## config.mk

```make
export PLATFORM = sky130hd
export DESIGN_NAME = dtss_ctrl
export DESIGN_NICKNAME = d
export VERILOG_FILES = /design/src/hdl/dtss_pkg.sv /design/src/hdl/dtss_ctrl.sv
export SDC_FILE = /design/constraint.sdc
export NUM_CORES = 1
export LEC_CHECK = 0
export BUFFER_PORTS_ARGS = -buffer_cell sky130_fd_sc_hd__buf_2
export CORE_ASPECT_RATIO = 0.9
export CORE_MARGIN = 5
export CORE_UTILIZATION = 26
export DETAILED_ROUTE_END_ITERATION = 10
export PLACE_DENSITY_LB_ADDON = 0.1
export SYNTH_ARGS = -nofsm -noshare
export SYNTH_HDL_FRONTEND = slang
export SYNTH_SLANG_ARGS = --single-unit
export TNS_END_PERCENT = 20
```

## constraint.sdc

```tcl
create_clock -name clock -period 2.5 [get_ports clock]
set_input_delay 0.25 -clock clock [delete_from_list [all_inputs] [get_ports clock]]
set_output_delay 0.25 -clock clock [all_outputs]
set_load 0.01 [all_outputs]
```

## src/hdl/dtss_pkg.sv

```systemverilog
// Shared constants, types and command/status groups for the dead tuple set store.
package dtss_pkg;

   localparam int TABLE_ENTRIES = 1024;
   localparam int POOL_BYTES    = 65536;
   localparam int MAX_OFFSET    = 2048;

   localparam int TAW  = $clog2(TABLE_ENTRIES);
   localparam int PAW  = $clog2(POOL_BYTES);
   localparam int PFW  = $clog2(POOL_BYTES + 1);
   localparam int RBAW = $clog2(MAX_OFFSET);
   localparam int FSW  = ((PFW > 13) ? PFW : 13) + 1;

   localparam bit TABLE_POW2 = (TABLE_ENTRIES & (TABLE_ENTRIES - 1)) == 0;
   localparam int MOD_STEPS  = TABLE_POW2 ? 0 : 33 - TAW;

   localparam logic [31:0] MIX_C1 = 32'h85ebca6b;
   localparam logic [31:0] MIX_C2 = 32'hc2b2ae35;

   localparam logic [1:0] ST_OK         = 2'd0;
   localparam logic [1:0] ST_TABLE_FULL = 2'd1;
   localparam logic [1:0] ST_POOL_FULL  = 2'd2;
   localparam logic [1:0] ST_RUN_LONG   = 2'd3;

   // pool port operations
   localparam logic [3:0] P_NONE    = 4'd0;
   localparam logic [3:0] P_WR_LO   = 4'd1;
   localparam logic [3:0] P_WR_HI   = 4'd2;
   localparam logic [3:0] P_WR_ZERO = 4'd3;
   localparam logic [3:0] P_WR_BIT  = 4'd4;
   localparam logic [3:0] P_RD_LO   = 4'd5;
   localparam logic [3:0] P_RD_HI   = 4'd6;
   localparam logic [3:0] P_RD_BIT  = 4'd7;
   localparam logic [3:0] P_RD_LOOK = 4'd8;

   typedef struct packed {
      logic            valid;
      logic [31:0]     blk;
      logic            bitmap;
      logic [11:0]     len;
      logic [PAW-1:0]  start;
   } entry_type;

   typedef struct packed {
      logic        load;
      logic        add;
      logic        run_reset;
      logic        hash1;
      logic        hash2;
      logic        hash3;
      logic        mod_step;
      logic        probe_init;
      logic        probe_next;
      logic        tbl_rd;
      logic        tbl_clr;
      logic        tbl_wr_entry;
      logic        cap_entry;
      logic        sizing;
      logic        i_clr;
      logic        i_inc;
      logic        rb_rd;
      logic [3:0]  pool_op;
      logic        cap_lo;
      logic        respond;
      logic        found;
      logic        status_force;
      logic [1:0]  status_code;
   } cmd_type;

   typedef struct packed {
      logic is_lookup;
      logic off_ok;
      logic add_drop;
      logic last;
      logic mod_done;
      logic probe_hit;
      logic entry_valid;
      logic probe_last;
      logic kind_bitmap;
      logic bm_out;
      logic bit_set;
      logic lo_match;
      logic fits;
      logic as_array;
      logic i_eq_n;
      logic i_eq_bytes;
      logic i_eq_len;
      logic clear_last;
   } stat_type;

endpackage

```

## src/hdl/dtss_ctrl.sv

```systemverilog
// Controller state machine sequencing adds, run finish and lookups.
module dtss_ctrl import dtss_pkg::*; (
   input  logic     clock,
   input  logic     reset,
   input  logic     start,
   input  stat_type stat,
   output cmd_type  cmd,
   output logic     busy
);

   localparam logic [4:0] S_CLR   = 5'd0;
   localparam logic [4:0] S_IDLE  = 5'd1;
   localparam logic [4:0] S_DISP  = 5'd2;
   localparam logic [4:0] S_H1    = 5'd3;
   localparam logic [4:0] S_H2    = 5'd4;
   localparam logic [4:0] S_H3    = 5'd5;
   localparam logic [4:0] S_MOD   = 5'd6;
   localparam logic [4:0] S_PRD   = 5'd7;
   localparam logic [4:0] S_PCHK  = 5'd8;
   localparam logic [4:0] S_SIZE  = 5'd9;
   localparam logic [4:0] S_FIT   = 5'd10;
   localparam logic [4:0] S_ARB   = 5'd11;
   localparam logic [4:0] S_ALO   = 5'd12;
   localparam logic [4:0] S_AHI   = 5'd13;
   localparam logic [4:0] S_ZERO  = 5'd14;
   localparam logic [4:0] S_BRB   = 5'd15;
   localparam logic [4:0] S_BPR   = 5'd16;
   localparam logic [4:0] S_BWR   = 5'd17;
   localparam logic [4:0] S_TWR   = 5'd18;
   localparam logic [4:0] S_LDISP = 5'd19;
   localparam logic [4:0] S_LALO  = 5'd20;
   localparam logic [4:0] S_LAHI  = 5'd21;
   localparam logic [4:0] S_LACMP = 5'd22;
   localparam logic [4:0] S_LBCHK = 5'd23;

   logic [4:0] state_ff, state_in;

   always_ff @(posedge clock) begin
      if (reset) begin
         state_ff <= S_CLR;
      end else begin
         state_ff <= state_in;
      end
   end

   assign busy = state_ff != S_IDLE;

   always_comb begin
      cmd      = '0;
      state_in = state_ff;
      case (state_ff)
         S_CLR: begin
            cmd.tbl_clr = 1'b1;
            if (stat.clear_last) begin
               state_in = S_IDLE;
            end
         end
         S_IDLE: begin
            if (start) begin
               cmd.load = 1'b1;
               state_in = S_DISP;
            end
         end
         S_DISP: begin
            if (stat.is_lookup) begin
               if (!stat.off_ok) begin
                  cmd.respond      = 1'b1;
                  cmd.status_force = 1'b1;
                  cmd.status_code  = ST_OK;
                  state_in         = S_IDLE;
               end else begin
                  state_in = S_H1;
               end
            end else begin
               cmd.add = 1'b1;
               if (stat.last) begin
                  state_in = S_H1;
               end else begin
                  cmd.respond      = 1'b1;
                  cmd.status_force = 1'b1;
                  cmd.status_code  = stat.add_drop ? ST_RUN_LONG : ST_OK;
                  state_in         = S_IDLE;
               end
            end
         end
         S_H1: begin
            cmd.hash1 = 1'b1;
            state_in  = S_H2;
         end
         S_H2: begin
            cmd.hash2 = 1'b1;
            state_in  = S_H3;
         end
         S_H3: begin
            cmd.hash3 = 1'b1;
            state_in  = S_MOD;
         end
         S_MOD: begin
            if (stat.mod_done) begin
               cmd.probe_init = 1'b1;
               state_in       = S_PRD;
            end else begin
               cmd.mod_step = 1'b1;
            end
         end
         S_PRD: begin
            cmd.tbl_rd = 1'b1;
            state_in   = S_PCHK;
         end
         S_PCHK: begin
            if (stat.probe_hit) begin
               if (!stat.is_lookup) begin
                  state_in = S_SIZE;
               end else if (!stat.entry_valid) begin
                  cmd.respond      = 1'b1;
                  cmd.status_force = 1'b1;
                  cmd.status_code  = ST_OK;
                  state_in         = S_IDLE;
               end else begin
                  cmd.cap_entry = 1'b1;
                  cmd.i_clr     = 1'b1;
                  state_in      = S_LDISP;
               end
            end else if (stat.probe_last) begin
               cmd.respond      = 1'b1;
               cmd.status_force = 1'b1;
               if (stat.is_lookup) begin
                  cmd.status_code = ST_OK;
               end else begin
                  cmd.status_code = ST_TABLE_FULL;
                  cmd.run_reset   = 1'b1;
               end
               state_in = S_IDLE;
            end else begin
               cmd.probe_next = 1'b1;
               state_in       = S_PRD;
            end
         end
         S_SIZE: begin
            cmd.sizing = 1'b1;
            state_in   = S_FIT;
         end
         S_FIT: begin
            cmd.i_clr = 1'b1;
            if (!stat.fits) begin
               cmd.respond      = 1'b1;
               cmd.status_force = 1'b1;
               cmd.status_code  = ST_POOL_FULL;
               cmd.run_reset    = 1'b1;
               state_in         = S_IDLE;
            end else if (stat.as_array) begin
               state_in = S_ARB;
            end else begin
               state_in = S_ZERO;
            end
         end
         S_ARB: begin
            if (stat.i_eq_n) begin
               state_in = S_TWR;
            end else begin
               cmd.rb_rd = 1'b1;
               state_in  = S_ALO;
            end
         end
         S_ALO: begin
            cmd.pool_op = P_WR_LO;
            state_in    = S_AHI;
         end
         S_AHI: begin
            cmd.pool_op = P_WR_HI;
            cmd.i_inc   = 1'b1;
            state_in    = S_ARB;
         end
         S_ZERO: begin
            // fresh bitmap bytes are cleared before bits are set
            if (stat.i_eq_bytes) begin
               cmd.i_clr = 1'b1;
               state_in  = S_BRB;
            end else begin
               cmd.pool_op = P_WR_ZERO;
               cmd.i_inc   = 1'b1;
            end
         end
         S_BRB: begin
            if (stat.i_eq_n) begin
               state_in = S_TWR;
            end else begin
               cmd.rb_rd = 1'b1;
               state_in  = S_BPR;
            end
         end
         S_BPR: begin
            cmd.pool_op = P_RD_BIT;
            state_in    = S_BWR;
         end
         S_BWR: begin
            cmd.pool_op = P_WR_BIT;
            cmd.i_inc   = 1'b1;
            state_in    = S_BRB;
         end
         S_TWR: begin
            cmd.tbl_wr_entry = 1'b1;
            cmd.run_reset    = 1'b1;
            cmd.respond      = 1'b1;
            state_in         = S_IDLE;
         end
         S_LDISP: begin
            if (!stat.kind_bitmap) begin
               state_in = S_LALO;
            end else if (stat.bm_out) begin
               cmd.respond      = 1'b1;
               cmd.status_force = 1'b1;
               cmd.status_code  = ST_OK;
               state_in         = S_IDLE;
            end else begin
               cmd.pool_op = P_RD_LOOK;
               state_in    = S_LBCHK;
            end
         end
         S_LALO: begin
            if (stat.i_eq_len) begin
               cmd.respond      = 1'b1;
               cmd.status_force = 1'b1;
               cmd.status_code  = ST_OK;
               state_in         = S_IDLE;
            end else begin
               cmd.pool_op = P_RD_LO;
               state_in    = S_LAHI;
            end
         end
         S_LAHI: begin
            cmd.cap_lo  = 1'b1;
            cmd.pool_op = P_RD_HI;
            state_in    = S_LACMP;
         end
         S_LACMP: begin
            if (stat.lo_match) begin
               cmd.respond      = 1'b1;
               cmd.found        = 1'b1;
               cmd.status_force = 1'b1;
               cmd.status_code  = ST_OK;
               state_in         = S_IDLE;
            end else begin
               cmd.i_inc = 1'b1;
               state_in  = S_LALO;
            end
         end
         S_LBCHK: begin
            cmd.respond      = 1'b1;
            cmd.found        = stat.bit_set;
            cmd.status_force = 1'b1;
            cmd.status_code  = ST_OK;
            state_in         = S_IDLE;
         end
         default: begin
            state_in = S_IDLE;
         end
      endcase
   end

endmodule

```

==> results of run 1 <==
how the worst min path moves through the flow:
stage	end	slack, ps
after floorplan	state_ff[0]	320
after global placement	state_ff[0]	490
after detailed placement	state_ff[0]	490
after CTS	state_ff[0]	260
after global routing	state_ff[0]	270
final	state_ff[0]	260
critical path: cells and delay by family (launching register included):
kind,cells,cell delay [ps]
AOI/OAI and AO/OA,1,230
and+or+nand+nor,3,640
buffers and inverters,1,160
DFF,1,650
stage by stage:
step	std cells	hold WS (ps)	util	power, mW
5_1_grt	275	267	0.355	0.378
2_1_floorplan	169	318	-	0.154
4_1_cts	275	256	0.355	0.356
3_5_place_dp	271	486	0.344	0.202
3_3_place_gp	271	486	0.344	0.205
6_report	275	261	0.355	0.357
power by group:
part           internal [mW]  switching [mW]  total [mW]
sequential            0.0826         0.00955      0.0921
combinational         0.0456          0.0654       0.111
clock                  0.110          0.0436       0.153
cell type report:
cell class,instances,area (sq um)
Clock buffer,4,45.0
Fill cell,484,2700
Inverter,8,30.0
Multi-Input combinational cell,141,926
Sequential cell,5,100
Tap cell,60,75.1
Timing Repair Buffer,57,308
cells in the mapped netlist (all sizes together), types with 4 or more instances:
| master | number |
|---|---|
| o21ai | 7 |
| inv | 8 |
| o22ai | 5 |
| nor3 | 15 |
| nand3 | 6 |
| dfxtp | 5 |
| nor2 | 20 |
| a21oi | 7 |
| nand3b | 4 |
| buf | 14 |
| a31oi | 4 |
| nand2 | 14 |
| nand2b | 11 |
cells by family (layout without fill, tap and decap cells):
kind of cell	count (synthesis)	count (layout)	share of synthesized area
AOI/OAI and AO/OA	45	45	0.309
xor gates and xnor gates	2	2	0.0153
buffers and inverters	23	69	0.105
DFF	5	5	0.0873
muxes	3	3	0.0284
and+or+nand+nor	91	91	0.455
per-layer routing:
| layer | wire length (microns) | track usage | vias to the layer above |
|---|---|---|---|
| met4 | 0 | 0.0113 | 0 |
| met1 | 2070 | 0.217 | 712 |
| met2 | 2130 | 0.251 | 44 |
| li1 | - | - | 720 |
| met5 | 0 | 0 | - |
| met3 | 220 | 0.0296 | 0 |
==> run_results.csv, run 1 <==
group,metric,value,unit
setup_path,critPathMaxFanout,14,
min_path,hold_path_depth,2,
clock_network,cts_root_buf,"clkbuf_8",
finish,final_common_cell,"buf_2",
logic_synthesis,synth_edf_count,0,
finish,largest-register,"state_ff",
clock_network,cts_resized,0,
finish,reg_top3,"state_ff (5)",
logic_synthesis,netlist_area,1150,sq um
place,io_buffer_count,48,
status,outcome,"complete, no violations",
global_route,grt.overflow.total,0,
global_route,grt_pass1_vias,1447,
sta,tns,0,ps
sta,layout_min_cycle_time,2160,ps
drt,drt_pass1_iterations,4,
finish,drive_above_1_share,0.340,
pwr,ir_drop,218,uV
sta,slew_headroom,0.566,
finish,antennaDiodeCount,0,
setup_path,rrSetupSlack,640,ps
setup_path,cp_slowest_cell,"dfxtp_1",
drt,ant_nets,0,
logic_synthesis,synth_top_area_cell,"dfxtp_1",
min_path,hold_start,"reset",
pwr,p_leak,0.618,nW
global_route,grt_util_all_layers,0.153,
die,fp-row-count,22,
sta,fin_ws,338,ps
finish,synthToLayoutAreaGrowth,29.5,%
drt,vias,1476,
logic_synthesis,synthCells,169,
die,dieWidth,80.0,microns
setup_path,endpoint,"cmd[4]",
logic_synthesis,synth_fp_nets,190,
global_route,antenna_found_initial,0,
setup_path,start_kind,"flop",
logic_synthesis,avgSynthCellArea,6.78,sq um
logic_synthesis,async_reset_ff_frac,0,
pwr,powerDensity,240,nW/um^2
place,post-place-ws,598,ps
clock_network,cts.path.max_buffers,2,
setup_path,worstSetupPathType,"reg2out",
finish,fin_nets,237,
setup_path,max_stage_delay,650,ps
sta,timing.fmax,0.463,GHz
drt,wirelength,4420,microns
clock_network,cts_inserted_buffers,3,
clock_network,cts_hold_buf,0,
sta,skew,1.80,ps
setup_path,crit_path_end_kind,"primary output",
drt,routedWlPerCell,16.1,microns
setup_path,setup.worst_path.start,"state_ff[0]",
finish,finalInstanceArea,1480,sq um
sta,tightestPinTransition,650,ps
clock_network,cts_setup_buffers,0,
die,start_util,0.274,
place,dp_hpwl,3560,microns
logic_synthesis,ys_warn_count,0,
setup_path,arrival,1910,ps
setup_path,cp_cell_sequence,"or3b_1, nor2_1, a32oi_1, nand4_1, buf_2",
logic_synthesis,post_synth_num_cell_types,56,
logic_synthesis,yosysTopAreaCellShare,0.0873,
logic_synthesis,seq_area_frac_synth,0.0873,
clock_network,h-tree-depth,1,
sta,setup_viol,0,
die,pin_count,49,
place,place.gp.congestion,0.935,
sta,rsz0062_at_grt,"no",
global_route,grt_start_max_net_pins,25,
flow_run,cap_violations,0,
clock_network,clk_pin_slew,40,ps
finish,final_cell_mix,"buf_2 (48), nor2_1 (19), nand2_1 (14)",
logic_synthesis,synth_area_leaders,"dfxtp_1 (8.7%), nor2_1 (6.2%), nand2b_1 (6.0%)",
clock_network,cts_tree,"done",
setup_path,r2r_end,"state_ff[2]",
setup_path,rr_startpoint,"state_ff[0]",
min_path,hold_class,"in2reg",
die,die_h,73.0,microns
die,core-area,4180,sq um
drt,drtIter0Drc,120,
global_route,grt_pass1_wl,7250,microns
drt,via_per_inst,5.37,
logic_synthesis,ys_ff_latch,5,
clock_network,clock_latency,220,ps
sta,period_share,0.865,
setup_path,cp_data_required_time,2250,ps
clock_network,numClockSinks,5,
die,dieArea,5840,sq um
sta,slew_viol_final,0,
sta,hold_violations,0,
drt,drc_errors,0,
place,placed_area,1440,sq um
finish,largest_reg_flops,5,
logic_synthesis,ys.flop_type,"dfxtp_1",
setup_path,r2r_cells,5,
Note: power is estimated with default switching activity, not from simulation.
==> run 2, diff against run 1 <==
--- a/config.mk
+++ b/config.mk
@@ -10,6 +10,7 @@
 export CORE_MARGIN = 5
 export CORE_UTILIZATION = 26
 export DETAILED_ROUTE_END_ITERATION = 10
+export GPL_TIMING_DRIVEN = 0
 export PLACE_DENSITY_LB_ADDON = 0.1
 export SYNTH_ARGS = -nofsm -noshare
 export SYNTH_HDL_FRONTEND = slang
==> run_results.csv, run 2 (same netlist as run 1, synthesis figures left out) <==
group,metric,value,unit
status,outcome,"complete, no violations",
global_route,grt_pass1_vias,1417,
drt,drc_errors,0,
place,io_buffer_count,48,
flow_run,cap_violations,0,
global_route,gr-usage-met3,0.0259,
place,dp_hpwl,3620,microns
place,post-place-cells,277,
die,pin_count,49,
place,place.gp.congestion,0.856,
sta,hold_slack,266,ps
finish,synthToLayoutAreaGrowth,31.4,%
sta,fin_ws,331,ps
finish,final_util,0.360,
sta,tns,0,ps
finish,reg_top3,"state_ff (5)",
finish,final_common_cell,"buf_2",
sta,layout_min_cycle_time,2170,ps
sta,period_share,0.868,
drt,routedWlPerCell,15.7,microns
finish,fin_nets,243,
setup_path,cp_data_required_time,2250,ps
clock_network,cts.path.max_buffers,2,
drt,via_per_inst,5.17,
pwr,ir_drop,175,uV
pwr,p_leak,0.643,nW
sta,slew_viol_final,0,
sta,timing.fmax,0.461,GHz
min_path,hold_class,"in2reg",
setup_path,crit_path_end_kind,"primary output",
min_path,hold_path_depth,2,
setup_path,cp_cell_sequence,"buf_2, buf_2, buf_2, nor3_1, a21oi_1, nand4_1, buf_2",
finish,finalNonFillerCells,281,
setup_path,r2r_cells,6,
global_route,met2_usage,0.242,
global_route,grt.overflow.total,0,
clock_network,clock_latency,220,ps
clock_network,cts_hold_buf,0,
sta,setup_viol,0,
clock_network,h-tree-depth,1,
clock_network,numClockSinks,5,
clock_network,clk_pin_slew,40,ps
setup_path,arrival,1920,ps
finish,final_cell_mix,"buf_2 (57), nor2_1 (19), nand2_1 (14)",
clock_network,cts_tree,"done",
drt,drt_pass1_iterations,4,
sta,rsz0062_at_grt,"no",
pwr,powerDensity,237,nW/um^2
setup_path,crit_top_cell,"buf_2",
drt,vias,1454,
setup_path,cp_top_family,"buffers and inverters",
clock_network,cts_setup_buffers,0,
drt,ant_nets,0,
finish,finalInstanceArea,1510,sq um
global_route,grt_pass1_wl,7290,microns
global_route,grt_busiest_layer,"met2",
setup_path,critPathMaxFanout,10,
global_route,antenna_found_initial,0,
setup_path,critical_path_depth,7,
place,post-place-ws,582,ps
sta,tightestPinTransition,474,ps
die,dieArea,5840,sq um
sta,slew_headroom,0.684,
finish,drive_above_1_share,0.348,
drt,drtIter0Drc,131,
pwr,power,357,uW
finish,largest-register,"state_ff",
die,dieWidth,80.0,microns
clock_network,cts_inserted_buffers,3,
global_route,grt_util_all_layers,0.157,
sta,skew,1.12,ps
finish,antennaDiodeCount,0,
setup_path,start_kind,"flop",
place,placed_area,1460,sq um
setup_path,critPathBufInv,4,
setup_path,worstSetupPathType,"reg2out",
drt,wirelength,4410,microns
sta,hold_violations,0,
die,core-area,4180,sq um
die,start_util,0.274,
die,fp-row-count,22,
die,die_h,73.0,microns
setup_path,cp_slowest_cell,"dfxtp_1",
clock_network,cts_root_buf,"clkbuf_8",
setup_path,max_stage_delay,340,ps
global_route,gr-usage-met1,0.234,
finish,largest_reg_flops,5,
global_route,grt_start_max_net_pins,11,
clock_network,cts_resized,0,
## run 2: cell count changes in the layout (fill, tap and decap cells not counted), sizes merged
cell    delta
buf        +5
clkbuf     +1
## run 2: power breakdown
| part | switching [mW] | internal, mW |
|---|---|---|
| logic | 0.0721 | 0.0462 |
| registers | 0.00305 | 0.0826 |
| clock network | 0.0433 | 0.110 |
## run 2: area by class of cell
class | instances | area (sq um)
flip-flops and latches | 5 | 100
plain buffers | 15 | 90.1
multi-input cells | 141 | 926
inverters | 8 | 30.0
repair buffers | 48 | 240
well taps | 60 | 75.1
clock buffers | 4 | 45.0
fillers | 481 | 2680
## run 2: final timing paths
kind / startpoint / to / slack, ps
min reg2reg: state_ff[2] / state_ff[1] / 850
max: state_ff[3] / cmd[4] / 330
min: reset / state_ff[0] / 270
max reg2reg: state_ff[3] / state_ff[1] / 720
## run 2: routing by layer
| metal | share of wire | routed length (microns) |
|---|---|---|
| met1 | 0.47 | 2050 |
| met2 | 0.46 | 2040 |
| met3 | 0.066 | 292 |
| met4 | 0.0052 | 23 |
| met5 | 0 | 0 |
## run 2: worst reg2reg max path, delay by kind of cell, from the launching register on
family          cells  cell delay [ps]
buf+inv             3              730
compound gates      3              570
flops               1              340
